===== src/sv/lpch_pkg.sv =====
// ----------------------------------------------------------------------------
// lpch_pkg
// types, codes and defaults shared by the coordinate hash table modules
// ----------------------------------------------------------------------------
package lpch_pkg;

    localparam int TableDepthDefault = 256;
    localparam int CapW              = 9;
    localparam int KeyW              = 16;
    localparam int CntW              = 32;
    localparam int DivSteps          = 32;
    localparam int EntryMax          = 511;

    typedef enum logic [1:0] {
        ST_OK        = 2'd0,
        ST_NOT_FOUND = 2'd1,
        ST_FULL      = 2'd2
    } t_status;

    localparam logic MODE_INSERT = 1'b0;
    localparam logic MODE_LOOKUP = 1'b1;

    typedef struct packed {
        logic               mode;
        logic signed [15:0] key_x;
        logic signed [15:0] key_y;
        logic [7:0]         entry_flags;
        logic [15:0]        entry_id;
    } t_item;

    typedef struct packed {
        logic        found;
        logic [7:0]  out_flags;
        logic [15:0] out_id;
        t_status     status;
        logic [31:0] access_count;
        logic [31:0] miss_count;
        logic [8:0]  entry_count;
    } t_result;

    typedef struct packed {
        logic        valid;
        logic [15:0] x;
        logic [15:0] y;
        logic [7:0]  flags;
        logic [15:0] id;
    } t_slot;

    // controller to datapath
    typedef struct packed {
        logic    clr_wr;
        logic    load;
        logic    div_step;
        logic    rd_at;
        logic    rd_home;
        logic    wr_at;
        logic    wr_home;
        logic    step;
        logic    save;
        logic    set_res;
        t_status res_status;
        logic    res_found;
        logic    res_miss;
        logic    fin;
    } t_cmd;

    // datapath to controller
    typedef struct packed {
        logic clr_last;
        logic div_last;
        logic is_lookup;
        logic rd_valid;
        logic rd_match;
        logic at_home;
        logic sweep_last;
    } t_stat;

endpackage


===== src/sv/lpch_ctrl.sv =====
// ----------------------------------------------------------------------------
// lpch_ctrl
// sequencer: clearing pass, home slot division, probe, move and swap steps
// ----------------------------------------------------------------------------
module lpch_ctrl
    import lpch_pkg::*;
(
    input  logic  i_clk,
    input  logic  i_rst_n,
    input  logic  i_start,
    input  t_stat i_stat,
    output t_cmd  o_cmd,
    output logic  o_busy
);

    typedef enum logic [8:0] {
        S_CLEAR  = 9'b000000001,
        S_IDLE   = 9'b000000010,
        S_DIV    = 9'b000000100,
        S_READ   = 9'b000001000,
        S_CHECK  = 9'b000010000,
        S_READH  = 9'b000100000,
        S_WRAT   = 9'b001000000,
        S_WRHOME = 9'b010000000,
        S_FIN    = 9'b100000000
    } t_state;

    t_state r_state, n_state;

    always_ff @(posedge i_clk) begin
        if (!i_rst_n) begin
            r_state <= S_CLEAR;
        end else begin
            r_state <= n_state;
        end
    end

    always_comb begin
        n_state = r_state;
        o_cmd   = '0;
        case (r_state)
            S_CLEAR: begin
                o_cmd.clr_wr = 1'b1;
                if (i_stat.clr_last) begin
                    n_state = S_IDLE;
                end
            end
            S_IDLE: begin
                if (i_start) begin
                    o_cmd.load = 1'b1;
                    n_state    = S_DIV;
                end
            end
            S_DIV: begin
                o_cmd.div_step = 1'b1;
                if (i_stat.div_last) begin
                    n_state = S_READ;
                end
            end
            S_READ: begin
                o_cmd.rd_at = 1'b1;
                n_state     = S_CHECK;
            end
            S_CHECK: begin
                o_cmd.set_res = 1'b1;
                if (!i_stat.is_lookup) begin
                    if (!i_stat.rd_valid) begin
                        o_cmd.res_status = ST_OK;
                        o_cmd.res_miss   = !i_stat.at_home;
                        n_state          = i_stat.at_home ? S_WRHOME : S_READH;
                    end else if (i_stat.sweep_last) begin
                        o_cmd.res_status = ST_FULL;
                        n_state          = S_FIN;
                    end else begin
                        o_cmd.set_res = 1'b0;
                        o_cmd.step    = 1'b1;
                        n_state       = S_READ;
                    end
                end else begin
                    if (!i_stat.rd_valid) begin
                        o_cmd.res_status = ST_NOT_FOUND;
                        o_cmd.res_miss   = !i_stat.at_home;
                        n_state          = S_FIN;
                    end else if (i_stat.rd_match) begin
                        o_cmd.res_status = ST_OK;
                        o_cmd.res_found  = 1'b1;
                        o_cmd.res_miss   = !i_stat.at_home;
                        o_cmd.save       = 1'b1;
                        n_state          = i_stat.at_home ? S_FIN : S_READH;
                    end else if (i_stat.sweep_last) begin
                        o_cmd.res_status = ST_NOT_FOUND;
                        n_state          = S_FIN;
                    end else begin
                        o_cmd.set_res = 1'b0;
                        o_cmd.step    = 1'b1;
                        n_state       = S_READ;
                    end
                end
            end
            S_READH: begin
                o_cmd.rd_home = 1'b1;
                n_state       = S_WRAT;
            end
            S_WRAT: begin
                o_cmd.wr_at = 1'b1;
                n_state     = S_WRHOME;
            end
            S_WRHOME: begin
                o_cmd.wr_home = 1'b1;
                n_state       = S_FIN;
            end
            S_FIN: begin
                o_cmd.fin = 1'b1;
                n_state   = S_IDLE;
            end
            default: begin
                n_state = S_CLEAR;
            end
        endcase
    end

    assign o_busy = (r_state != S_IDLE);

endmodule


===== config.mk =====
export PLATFORM = sky130hd
export DESIGN_NAME = lpch_ctrl
export DESIGN_NICKNAME = d
export VERILOG_FILES = /design/src/sv/lpch_pkg.sv /design/src/sv/lpch_ctrl.sv
export SDC_FILE = /design/constraint.sdc
export NUM_CORES = 1
export LEC_CHECK = 0
export ABC_AREA = 1
export BUFFER_PORTS_ARGS = -buffer_cell sky130_fd_sc_hd__buf_4
export CAP_MARGIN = 40
export CORE_MARGIN = 2
export CORE_UTILIZATION = 45
export CTS_CLUSTER_DIAMETER = 120
export DETAILED_ROUTE_END_ITERATION = 8
export PLACE_DENSITY = 0.73
export SYNTH_ARGS = -nofsm -noshare
export SYNTH_HDL_FRONTEND = slang
export SYNTH_SLANG_ARGS = --single-unit

===== constraint.sdc =====
create_clock -name i_clk -period 1.7 [get_ports i_clk]
set_input_delay 0.34 -clock i_clk [delete_from_list [all_inputs] [get_ports i_clk]]
set_output_delay 0.34 -clock i_clk [all_outputs]
set_load 0.02 [all_outputs]

==> impl_metrics.csv, run 1 <==
group,metric,value,unit
run_status,outcome,"finished, violations left",
run_status,violations,"negative setup slack",
drt,avgViaCountPerCell,4.834,
synthesis,synth_seq_cells,9,
timing,fmax,582.8,MHz
die,coreArea,0.001524,mm^2
synthesis,synth_nets,129,
drt,post_drt_wl_per_cell,10.64,um
global_routing,gr-total-overflow,0,
job,maxCapViolCount,0,
global_routing,antenna_found_initial,0,
timing,slew_headroom,81.27,%
synthesis,synth.avg_cell_area,6.151,um^2
die,start_util,48.03,%
clocking,clock_sinks,9,
synthesis,synth_warnings,0,
timing,final-hold-violation-count,0,
timing,finalCritPeriodShare,100.9,%
final_layout,syn2layout_area_growth,46.15,%
clocking,numCtsBuffers,3,
final_layout,nNetsFinal,164,
die,io_pins,26,
drt,route.detailed.drc,0,
drt,ant_nets,0,
timing,post-route-min-period,1.716,ns
synthesis,yosys.area.top_type,"dfxtp_1",
power_and_ir_drop,power.total,1030,uW
power_and_ir_drop,p_per_area,962.6,mW/mm^2
final_layout,top_regs,"r_state: 9 flops",
synthesis,synthDistinctLibCells,21,
synthesis,synth_area,732.0,um^2
placement,port_buffers,25,
drt,drtPass1Iterations,3,
global_routing,grt_pass1_wl,2946,um
global_routing,grt_pass1_vias,721,
clocking,cts_root_buffer,"clkbuf_4",
placement,dp_slack,0.1983,ns
die,core.rowCount,14,
global_routing,grt_usage,20.71,%
setup_path,end_kind,"output port",
clocking,clockBufferDepth,2,
timing,fin_ws,-0.01596,ns
timing,rsz0062_at_grt,"yes",
timing,worstMarginPinSlew,0.2799,ns
placement,gp_congestion,0.8077,
synthesis,synth_area_leaders,"dfxtp_1 (25%), inv_1 (14%), nand2_1 (14%)",
final_layout,final-instance-count-excl-fill,169,
clocking,clk_pin_slew,0.06,ns
timing,setup_viol,4,
synthesis,synth-seq-area-share,24.62,%
global_routing,grt_max_degree,7,
setup_path,critPathKind,"flop to output port",
placement,dp_hpwl,1443,um
power_and_ir_drop,p_leak,0.0006409,uW
timing,finClkSkew,0.0008522,ns
die,dieArea,0.001965,mm^2
setup_path,startpoint_type,"flop",
final_layout,antenna-diode-count,0,
synthesis,syn_inst,119,
timing,slew_viol_final,0,
final_layout,drive_gt1_share,43.14,%
clocking,worstSkewPairLatency,0.27,ns
clocking,cts_tree,"done",
drt,wl,1799,um
die,fp.dieW,44.33,um
final_layout,largest_reg_flops,9,
placement,placed_cells,159,
power_and_ir_drop,vdd_drop_max,527.3,uV
setup_path,worst_ep_required_time,1.36,ns
final_layout,top_register,"r_state",
timing,holdWs,0.3151,ns
die,die_y,44.33,um
clocking,h-tree-depth,1,
synthesis,synth_top_area_share,24.62,%
setup_path,arrival,1.38,ns
drt,num_vias,817,
drt,drt_iter0_drc,8,
worst_hold_path,hp-class,"input port to flop",
setup_path,crit_fanout,5,
## synth_stat cells (all sizes together)
| cell | number |
|---|---|
| a21oi | 2 |
| buf | 1 |
| dfxtp | 9 |
| inv | 31 |
| nand2 | 30 |
| nand3 | 8 |
| nand3b | 2 |
| nand4 | 1 |
| nor2 | 22 |
| nor3 | 7 |
| nor3b | 2 |
| o211ai | 2 |
| o21ai | 2 |
## cells in the final DEF, fill, tap and decap left out, drive strengths merged
cell	count
clkbuf	4
nand3b	2
o211ai	2
nand3	8
nor3	7
nor2	22
dfxtp	9
o21ai	2
nand4	1
a21oi	2
buf	31
inv	31
nor3b	2
nand2	30
## routing by layer
layer  vias up  share of wire [%]  global-route usage (%)
li1        428                  -                       -
met1       361                 42                   22.86
met2        23                 50                   38.24
met3         5                4.7                   2.449
met4         0                2.6                   10.91
met5         -                  0                       0
## report_power, final
group / internal [uW] / switching [uW]
clock: 91.1 / 86.8
sequential: 249 / 41.9
combinational: 227 / 334
## repair_timing
item | 4_1_cts | 5_1_grt
resized for setup | 9 | 10
setup endpoints to repair | 7 | 14
setup buffers | 3 | 3
endpoints found under the hold margin | 0 | 0
hold buffers | 0 | 0
pin swaps | 3 | 4
## metrics by stage
step	util, %	TNS (ns)	area, um^2
2_1_floorplan	-	0	737.0
3_3_place_gp	61.49	0	937.1
3_5_place_dp	61.49	0	937.1
4_1_cts	66.75	-0.1076	1017
5_1_grt	70.20	-0.4299	1070
6_report	70.20	-0.05099	1070
## worst paths after layout
| kind | cells after the start | from | slack [ns] | end |
|---|---|---|---|---|
| min reg2reg | 2 | r_state[2] | 0.52 | r_state[2] |
| min | 3 | i_rst_n | 0.32 | r_state[1] |
| max reg2reg | 8 | r_state[1] | 0.34 | r_state[4] |
| max | 6 | r_state[6] | -0.02 | o_cmd[2] |
## critical path: stages, from the launching register on
cell     delay, ns
dfxtp_2       0.34
nor2_4        0.15
nand4_4       0.10
nor2_4        0.14
inv_2         0.07
nor3_4        0.13
buf_4         0.17
## cell families after synthesis
group,share of synthesized area (%)
AO/OA/AOI/OAI,5.298
flip-flops,24.62
AND/OR/NAND/NOR,53.16
buffers and inverters,16.92
## cell type report
type	instances	area, um^2
fill	130	454.2
clock buffer	4	26.28
multi-input combinational	78	478.0
timing repair buffer	31	244.0
tap	16	20.02
sequential	9	185.2
inverter	31	116.4
Note: power is estimated with default switching activity, not from simulation.
==> inputs of run 2 (changes only) <==
==> constraint.sdc (replaced) <==
create_clock -name i_clk -period 1.58 [get_ports i_clk]
set_input_delay 0.316 -clock i_clk [delete_from_list [all_inputs] [get_ports i_clk]]
set_output_delay 0.316 -clock i_clk [all_outputs]
set_load 0.1 [all_outputs]
==> run 2 against run 1 <==
The run now fails in clock tree synthesis. Synthesized cell count did not move. Synthesized area is the same.
==> impl_metrics.csv, run 2 <==
group,metric,value,unit
synthesis,synth_top_area_share,24.62,%
synthesis,synth.avg_cell_area,6.151,um^2
synthesis,synth_area_leaders,"dfxtp_1 (25%), inv_1 (14%), nand2_1 (14%)",
placement,dp_hpwl,1577,um
synthesis,synth_common_cells,"inv_1 (27), nand2_1 (27), nor2_1 (15), dfxtp_1 (9)",
placement,dp_slack,-0.06816,ns
run_status,stop_stage,"clock tree synthesis",
synthesis,synth_warnings,0,
synthesis,synthDistinctLibCells,21,
die,start_util,48.03,%
clocking,cts_hold_buf,0,
die,fp.dieW,44.33,um
placement,port_buffers,25,
placement,gp_congestion,0.8051,
run_status,tool.error,"[ERROR DPL-0038] Utilization greater than 100%, impossible to legalize",
run_status,outcome,"stopped before the end",
synthesis,synth-edff-count,0,
clocking,clock_sinks,9,
placement,placed_cells,174,
clocking,clockBufferDepth,2,
clocking,ctsResizeCount,89,
die,io_pins,26,
synthesis,yosys.area.top_type,"dfxtp_1",
synthesis,syn_inst,119,
synthesis,synthArstFlopShare,0,%
synthesis,synth_nets,129,
clocking,numCtsBuffers,3,
synthesis,synth-seq-area-share,24.62,%
synthesis,synth_seq_cells,9,
die,core.rowCount,14,
synthesis,synth_flop_cell,"dfxtp_1",
clocking,cts_setup_buffers,13,
clocking,h-tree-depth,1,
clocking,cts_root_buffer,"clkbuf_4",
die,die_y,44.33,um
synthesis,synth_area,732.0,um^2
==> run 2: cell families after synthesis <==
kind of cell           Yosys count  synth area share, %
AOI/OAI and AO/OA                6                5.298
DFF                              9                24.62
and+or+nand+nor                 72                53.16
buffers and inverters           32                16.92
==> run 2: metrics by stage <==
step / setup TNS, ns / area, um^2 / hold slack (ns)
after floorplan: -2.739 / 818.3 / 0.4521
after detailed placement: -0.1614 / 1119 / 0.5773
after global placement: -0.06243 / 1119 / 0.5733
==> inputs of run 3 (changes only) <==
--- a/config.mk
+++ b/config.mk
@@ -8,11 +8,10 @@
 export ABC_AREA = 1
 export BUFFER_PORTS_ARGS = -buffer_cell sky130_fd_sc_hd__buf_4
 export CAP_MARGIN = 40
-export CORE_MARGIN = 2
-export CORE_UTILIZATION = 45
-export CTS_CLUSTER_DIAMETER = 120
+export CORE_AREA = 2 2 63 65
 export DETAILED_ROUTE_END_ITERATION = 8
-export PLACE_DENSITY = 0.73
+export DIE_AREA = 0 0 65 67
+export PLACE_DENSITY_LB_ADDON = 0.15
 export SYNTH_ARGS = -nofsm -noshare
 export SYNTH_HDL_FRONTEND = slang
 export SYNTH_SLANG_ARGS = --single-unit
==> run 3 against run 2 <==
The flow now finishes, with violations (negative setup slack).
==> impl_metrics.csv, run 3 (synthesized netlist as in run 1, its figures left out) <==
group,metric,value,unit
timing,rsz0062_at_grt,"yes",
final_layout,largest_reg_flops,9,
placement,port_buffers,25,
clocking,h-tree-depth,1,
drt,post_drt_wl_per_cell,9.860,um
timing,slew_headroom,76.51,%
placement,dp_hpwl,1799,um
drt,drt_iter0_drc,14,
die,coreArea,0.003606,mm^2
setup_path,crit_fanout,5,
power_and_ir_drop,pwr-share-comb,67.3,%
die,io_pins,26,
setup_path,worst_ep_required_time,1.26,ns
global_routing,grt_max_degree,7,
clocking,numCtsBuffers,3,
power_and_ir_drop,power_frac_clock,15.3,%
drt,drtPass1Iterations,4,
global_routing,grt_pass1_vias,955,
final_layout,top_register,"r_state",
placement,gp_congestion,0.7934,
die,die_y,67,um
final_layout,fin_area,0.001747,mm^2
global_routing,grt_usage,11.73,%
timing,slew_viol_final,0,
power_and_ir_drop,p_sw_share,47.14,%
timing,finalCritPeriodShare,110.8,%
setup_path,startpoint_type,"flop",
power_and_ir_drop,p_int,925.4,uW
clocking,cts_tree,"done",
placement,dp_slack,-0.03556,ns
power_and_ir_drop,seqPwrFrac,17.4,%
global_routing,antenna_found_initial,0,
die,fp.dieW,65,um
power_and_ir_drop,p_sw,825.3,uW
drt,avgViaCountPerCell,4.034,
die,core.rowCount,22,
final_layout,nNetsFinal,198,
clocking,cts_root_buffer,"clkbuf_8",
power_and_ir_drop,p_leak,0.0007958,uW
drt,route.detailed.drc,0,
final_layout,antenna-diode-count,0,
power_and_ir_drop,p_per_area,1002,mW/mm^2
global_routing,gr-total-overflow,0,
placement,placed_area,0.001241,mm^2
clocking,cts_hold_buf,0,
die,start_util,20.30,%
global_routing,grt_pass1_wl,4043,um
timing,post-route-min-period,1.750,ns
timing,fmax,571.3,MHz
job,maxCapViolCount,0,
final_layout,layout_common_cells,"buf_4 (44), nand2_1 (21), buf_12 (16)",
die,dieArea,0.004355,mm^2
run_status,outcome,"finished, violations left",
timing,fin_ws,-0.1704,ns
drt,num_vias,948,
clocking,worstSkewPairLatency,0.23,ns
setup_path,critPathKind,"flop to output port",
timing,finClkSkew,0.0006824,ns
timing,final-hold-violation-count,0,
power_and_ir_drop,vdd_drop_max,456.5,uV
drt,ant_nets,0,
drt,wl,2317,um
timing,worstMarginPinSlew,0.3487,ns
final_layout,top_regs,"r_state: 9 flops",
setup_path,arrival,1.43,ns
clocking,clk_pin_slew,0.05,ns
clocking,clock_sinks,9,
timing,setup_viol,21,
setup_path,end_kind,"output port",
final_layout,syn2layout_area_growth,138.6,%
worst_hold_path,hp-class,"input port to flop",
final_layout,drive_gt1_share,68.98,%
run_status,violations,"negative setup slack",
final_layout,final_core_util,48.44,%
final_layout,layout_commonest_cell,"buf_4",
clocking,clockBufferDepth,2,
==> run 3: worst paths after layout <==
check | startpoint | endpoint | slack (ns) | cells past startpoint
setup / recovery | r_state[0] | o_cmd[2] | -0.17 | 6
hold / removal | i_rst_n | r_state[1] | 0.34 | 3
hold reg to reg | r_state[2] | r_state[2] | 0.63 | 3
setup reg to reg | r_state[6] | r_state[4] | -0.03 | 10
==> run 3: cell type report <==
cell class                 instances  area, um^2
clock buffer                       4       45.04
multi-input combinational         78       583.1
tap                               48       60.06
timing repair buffer              65       706.9
sequential                         9       195.2
inverter                          31       156.4
fill                             351        1859
==> run 3: power by group through the flow <==
stage	Clock, uW	Sequential (uW)	Combinational, uW
after global placement	0	292	946
after CTS	273	304	1100
after detailed placement	0	294	953
after floorplan	0	298	661
after global routing	281	310	1280
final	268	305	1180
==> run 3: worst max-delay path: stages, from the launching register on <==
cell and delay [ns]:
dfxtp_2 0.33, nor2_4 0.12, nand2_2 0.09, nor2_4 0.15
inv_4 0.08, nor3_4 0.22, buf_12 0.21
==> run 3: timing repair <==
action | CTS | global route
gates resized for setup | 68 | 26
setup endpoints to repair | 16 | 23
endpoints found under the hold margin | 0 | 0
gates cloned | 0 | 0
pin swaps | 15 | 12
setup buffers | 11 | 3
==> run 3: metal layers <==
metal | up-vias | track usage [%] | share of wire [%]
met5 | - | 0 | 0
met4 | 0 | 4.787 | 1.3
met3 | 2 | 0 | 2.2
met2 | 13 | 20.75 | 54
met1 | 439 | 15.18 | 42
li1 | 494 | - | -
==> run 3: stage by stage <==
step           TNS (ns)  hold slack, ns  std cells  power [uW]
5_1_grt          -3.271          0.3597        235        1868
6_report         -1.280          0.3437        235        1751
3_5_place_dp   -0.06785          0.5813        217        1247
2_1_floorplan    -2.739          0.4521        119       958.9
3_3_place_gp   -0.06954          0.5823        217        1238
4_1_cts          -1.515          0.3443        232        1676
==> inputs of run 4 (changes only) <==
--- a/config.mk
+++ b/config.mk
@@ -5,7 +5,6 @@
 export SDC_FILE = /design/constraint.sdc
 export NUM_CORES = 1
 export LEC_CHECK = 0
-export ABC_AREA = 1
 export BUFFER_PORTS_ARGS = -buffer_cell sky130_fd_sc_hd__buf_4
 export CAP_MARGIN = 40
 export CORE_AREA = 2 2 63 65
==> run 4 against run 3 <==
The flow still finishes with violations (negative setup slack). Cell count is 5.1% lower. Clock-buffer cell count stayed put. First-iteration DRC count grew to 3.0 times the previous value. Register-to-register slack better by 0.07 ns. Die area stayed put. Critical path depth is 2 lower. Via count is 6.8% higher. Global-route usage is 3.1 points higher. Setup slack worse by 0.20 ns. Critical path type unchanged. Critical endpoint is now o_cmd[0]. Highest routed layer unchanged.
==> impl_metrics.csv, run 4 <==
group,metric,value,unit
clocking,cts_tree,"done",
synthesis,syn_inst,109,
synthesis,synthMuxAreaShare,0,%
power_and_ir_drop,p_sw_share,41.39,%
clocking,h-tree-depth,1,
synthesis,synth_area,793.3,um^2
final_layout,syn2layout_area_growth,131.4,%
final_layout,nNetsFinal,186,
setup_path,crit_slowest_cell,"dfxtp_4",
global_routing,grt_pass1_vias,1046,
die,coreArea,0.003606,mm^2
setup_path,crit_fanout,3,
placement,port_buffers,25,
synthesis,synth-adder-area-share,0,%
power_and_ir_drop,pwr-share-comb,61.0,%
power_and_ir_drop,vdd_drop_max,489.5,uV
die,die_y,67,um
worst_hold_path,worstHoldStart,"i_stat[1]",
drt,ant_nets,0,
final_layout,multi_input_area,711.9,um^2
clocking,numCtsBuffers,3,
global_routing,antenna_found_initial,0,
clocking,clockBufferDepth,2,
synthesis,synthSimpleGateAreaFrac,43.69,%
final_layout,nFillCells,337,
die,start_util,22.00,%
timing,setup_tns,-3.914,ns
synthesis,synth.most_common_cell,"nor2_1",
die,fp.dieW,65,um
worst_hold_path,whs_path_depth,2,
timing,rsz0062_at_grt,"yes",
timing,fmax,511.5,MHz
drt,drt_iter0_drc,42,
die,dieArea,0.004355,mm^2
global_routing,grt_usage,14.81,%
final_layout,top_regs,"r_state: 9 flops",
global_routing,grt_pass1_wl,4905,um
setup_path,reg2reg_setup_slack,0.04,ns
final_layout,seqCellArea,198.9,um^2
timing,slew_headroom,69.76,%
placement,gp_congestion,0.8390,
power_and_ir_drop,seqPwrFrac,18.8,%
final_layout,final-instance-count-excl-fill,223,
setup_path,r2r_cells,7,
setup_path,crit_chain,"nor4_4 -> nand2_2 -> nor4b_4 -> buf_6",
run_status,outcome,"finished, violations left",
setup_path,r2r_start,"r_state[5]",
drt,drtPass1Iterations,4,
setup_path,r2r_end,"r_state[7]",
final_layout,antenna-diode-count,0,
synthesis,synth_compound_area_share,20.82,%
timing,final-hold-violation-count,0,
synthesis,synthArstFlopShare,0,%
synthesis,synth-seq-area-share,22.71,%
drt,post_drt_wl_per_cell,12.94,um
power_and_ir_drop,p_leak,0.0007568,uW
power_and_ir_drop,power_frac_clock,20.2,%
final_layout,largest_reg_flops,9,
die,io_pins,26,
placement,dp_hpwl,2094,um
timing,post-route-min-period,1.955,ns
placement,placed_cells,201,
synthesis,yosys.area.top_type,"dfxtp_1",
setup_path,startpoint_type,"flop",
die,core.rowCount,22,
setup_path,critPathBufInv,1,
setup_path,end_kind,"output port",
power_and_ir_drop,p_sw,582.1,uW
drt,route.detailed.drc,0,
drt,wl,2886,um
timing,setup_viol,16,
synthesis,synth_top_area_share,22.71,%
synthesis,synth_area_leaders,"dfxtp_1 (23%), nor2_1 (6.6%), buf_2 (5.7%)",
clocking,cts_root_buffer,"clkbuf_8",
synthesis,synth_flop_cell,"dfxtp_1",
setup_path,slowest_delay,0.36,ns
timing,fin_ws,-0.3751,ns
timing,worstMarginPinSlew,0.4421,ns
synthesis,synth_top_family_by_area,"simple AND/OR/NAND/NOR gates",
synthesis,synth.avg_cell_area,7.278,um^2
final_layout,layout_common_cells,"buf_4 (47), buf_12 (17), nor2_4 (9), o21ai_0 (9), buf_6 (7)",
synthesis,synth_warnings,0,
final_layout,drive_gt1_share,65.14,%
run_status,violations,"negative setup slack",
setup_path,critPathKind,"flop to output port",
timing,slew_viol_final,0,
setup_path,worst_ep_required_time,1.26,ns
synthesis,synth-edff-count,0,
global_routing,gr-total-overflow,0,
setup_path,critPathTopFamily,"simple AND/OR/NAND/NOR gates",
clocking,clk_pin_slew,0.05,ns
power_and_ir_drop,p_per_area,766.2,mW/mm^2
synthesis,synth_common_cells,"nor2_1 (14), buf_2 (9), dfxtp_1 (9), o21ai_0 (9)",
drt,avgViaCountPerCell,4.538,
synthesis,synthDistinctLibCells,39,
worst_hold_path,hp-class,"input port to flop",
timing,finClkSkew,0.007715,ns
worst_hold_path,min_to,"r_state[5]",
clocking,worstSkewPairLatency,0.24,ns
clocking,clock_sinks,9,
global_routing,grt_max_degree,12,
synthesis,synth_seq_cells,9,
job,maxCapViolCount,0,
synthesis,synth_nets,119,
synthesis,synth-xor-area-share,3.312,%
power_and_ir_drop,p_int,824.2,uW
timing,finalCritPeriodShare,123.7,%
setup_path,arrival,1.64,ns
final_layout,layout_commonest_cell,"buf_4",
final_layout,top_register,"r_state",
drt,num_vias,1012,
==> run 4: worst max path at each step <==
stage | from | endpoint | slack [ns] | depth (start not counted)
2_1_floorplan | r_state[7] | o_cmd[0] | -0.73 | 4
3_3_place_gp | r_state[4] | o_cmd[1] | -0.23 | 5
3_5_place_dp | r_state[4] | o_cmd[1] | -0.25 | 5
4_1_cts | r_state[4] | o_cmd[0] | -0.39 | 4
5_1_grt | r_state[4] | o_cmd[0] | -0.43 | 4
6_report | r_state[4] | o_cmd[0] | -0.38 | 4
==> run 4: kinds of logic (layout without fill, tap and decap cells) <==
| logic type | Yosys count | after routing |
|---|---|---|
| and+or+nand+nor | 56 | 56 |
| AOI/OAI and AO/OA | 25 | 25 |
| buffers and inverters | 16 | 82 |
| DFF | 9 | 9 |
| xor gates and xnor gates | 3 | 3 |
==> run 4: power by group through the flow <==
| stage | combinational (uW) | clock (uW) | sequential (uW) |
|---|---|---|---|
| CTS | 836 | 286 | 260 |
| floorplan | 497 | 0 | 260 |
| global placement | 697 | 0 | 264 |
| finish | 857 | 284 | 265 |
| global route | 922 | 299 | 267 |
| detailed placement | 699 | 0 | 266 |
==> run 4: worst register-to-register path, delay by kind of cell (launching register included) <==
family	cells	cell delay [ns]
and+or+nand+nor	2	0.30
AOI/OAI and AO/OA	1	0.23
buffers and inverters	4	0.52
DFF	1	0.37
==> run 4: routing by layer <==
metal	vias to the layer above	routed length (um)	GRT usage (%)
met2	13	1417	24.87
li1	529	-	-
met4	0	37	3.989
met3	4	90	3.716
met5	-	0	0
met1	466	1341	18.76
==> run 4: per-stage QoR <==
step	instance area, um^2	total power (uW)	util (%)	setup slack [ns]	hold slack [ns]
floorplan	997.2	757.4	-	-0.7310	0.3926
global placement	1380	960.7	38.27	-0.2285	0.5480
detailed placement	1380	964.5	38.27	-0.2504	0.5424
CTS	1752	1381	48.58	-0.3911	0.2842
global route	1836	1488	50.90	-0.4298	0.2927
finish	1836	1406	50.90	-0.3751	0.2890
==> run 4: timing repair <==
action | 4_1_cts | 5_1_grt
hold buffers | 0 | 0
setup endpoints to repair | 16 | 16
pin swaps | 15 | 7
resized for setup | 67 | 4
setup buffers | 9 | 9
==> run 4: area by class of cell <==
cell class / instances / area share [%]
Clock buffer: 4 / 2.454
Timing Repair Buffer: 72 / 42.88
Sequential cell: 9 / 10.84
Multi-Input combinational cell: 84 / 38.79
Inverter: 6 / 1.772
Tap cell: 48 / 3.272
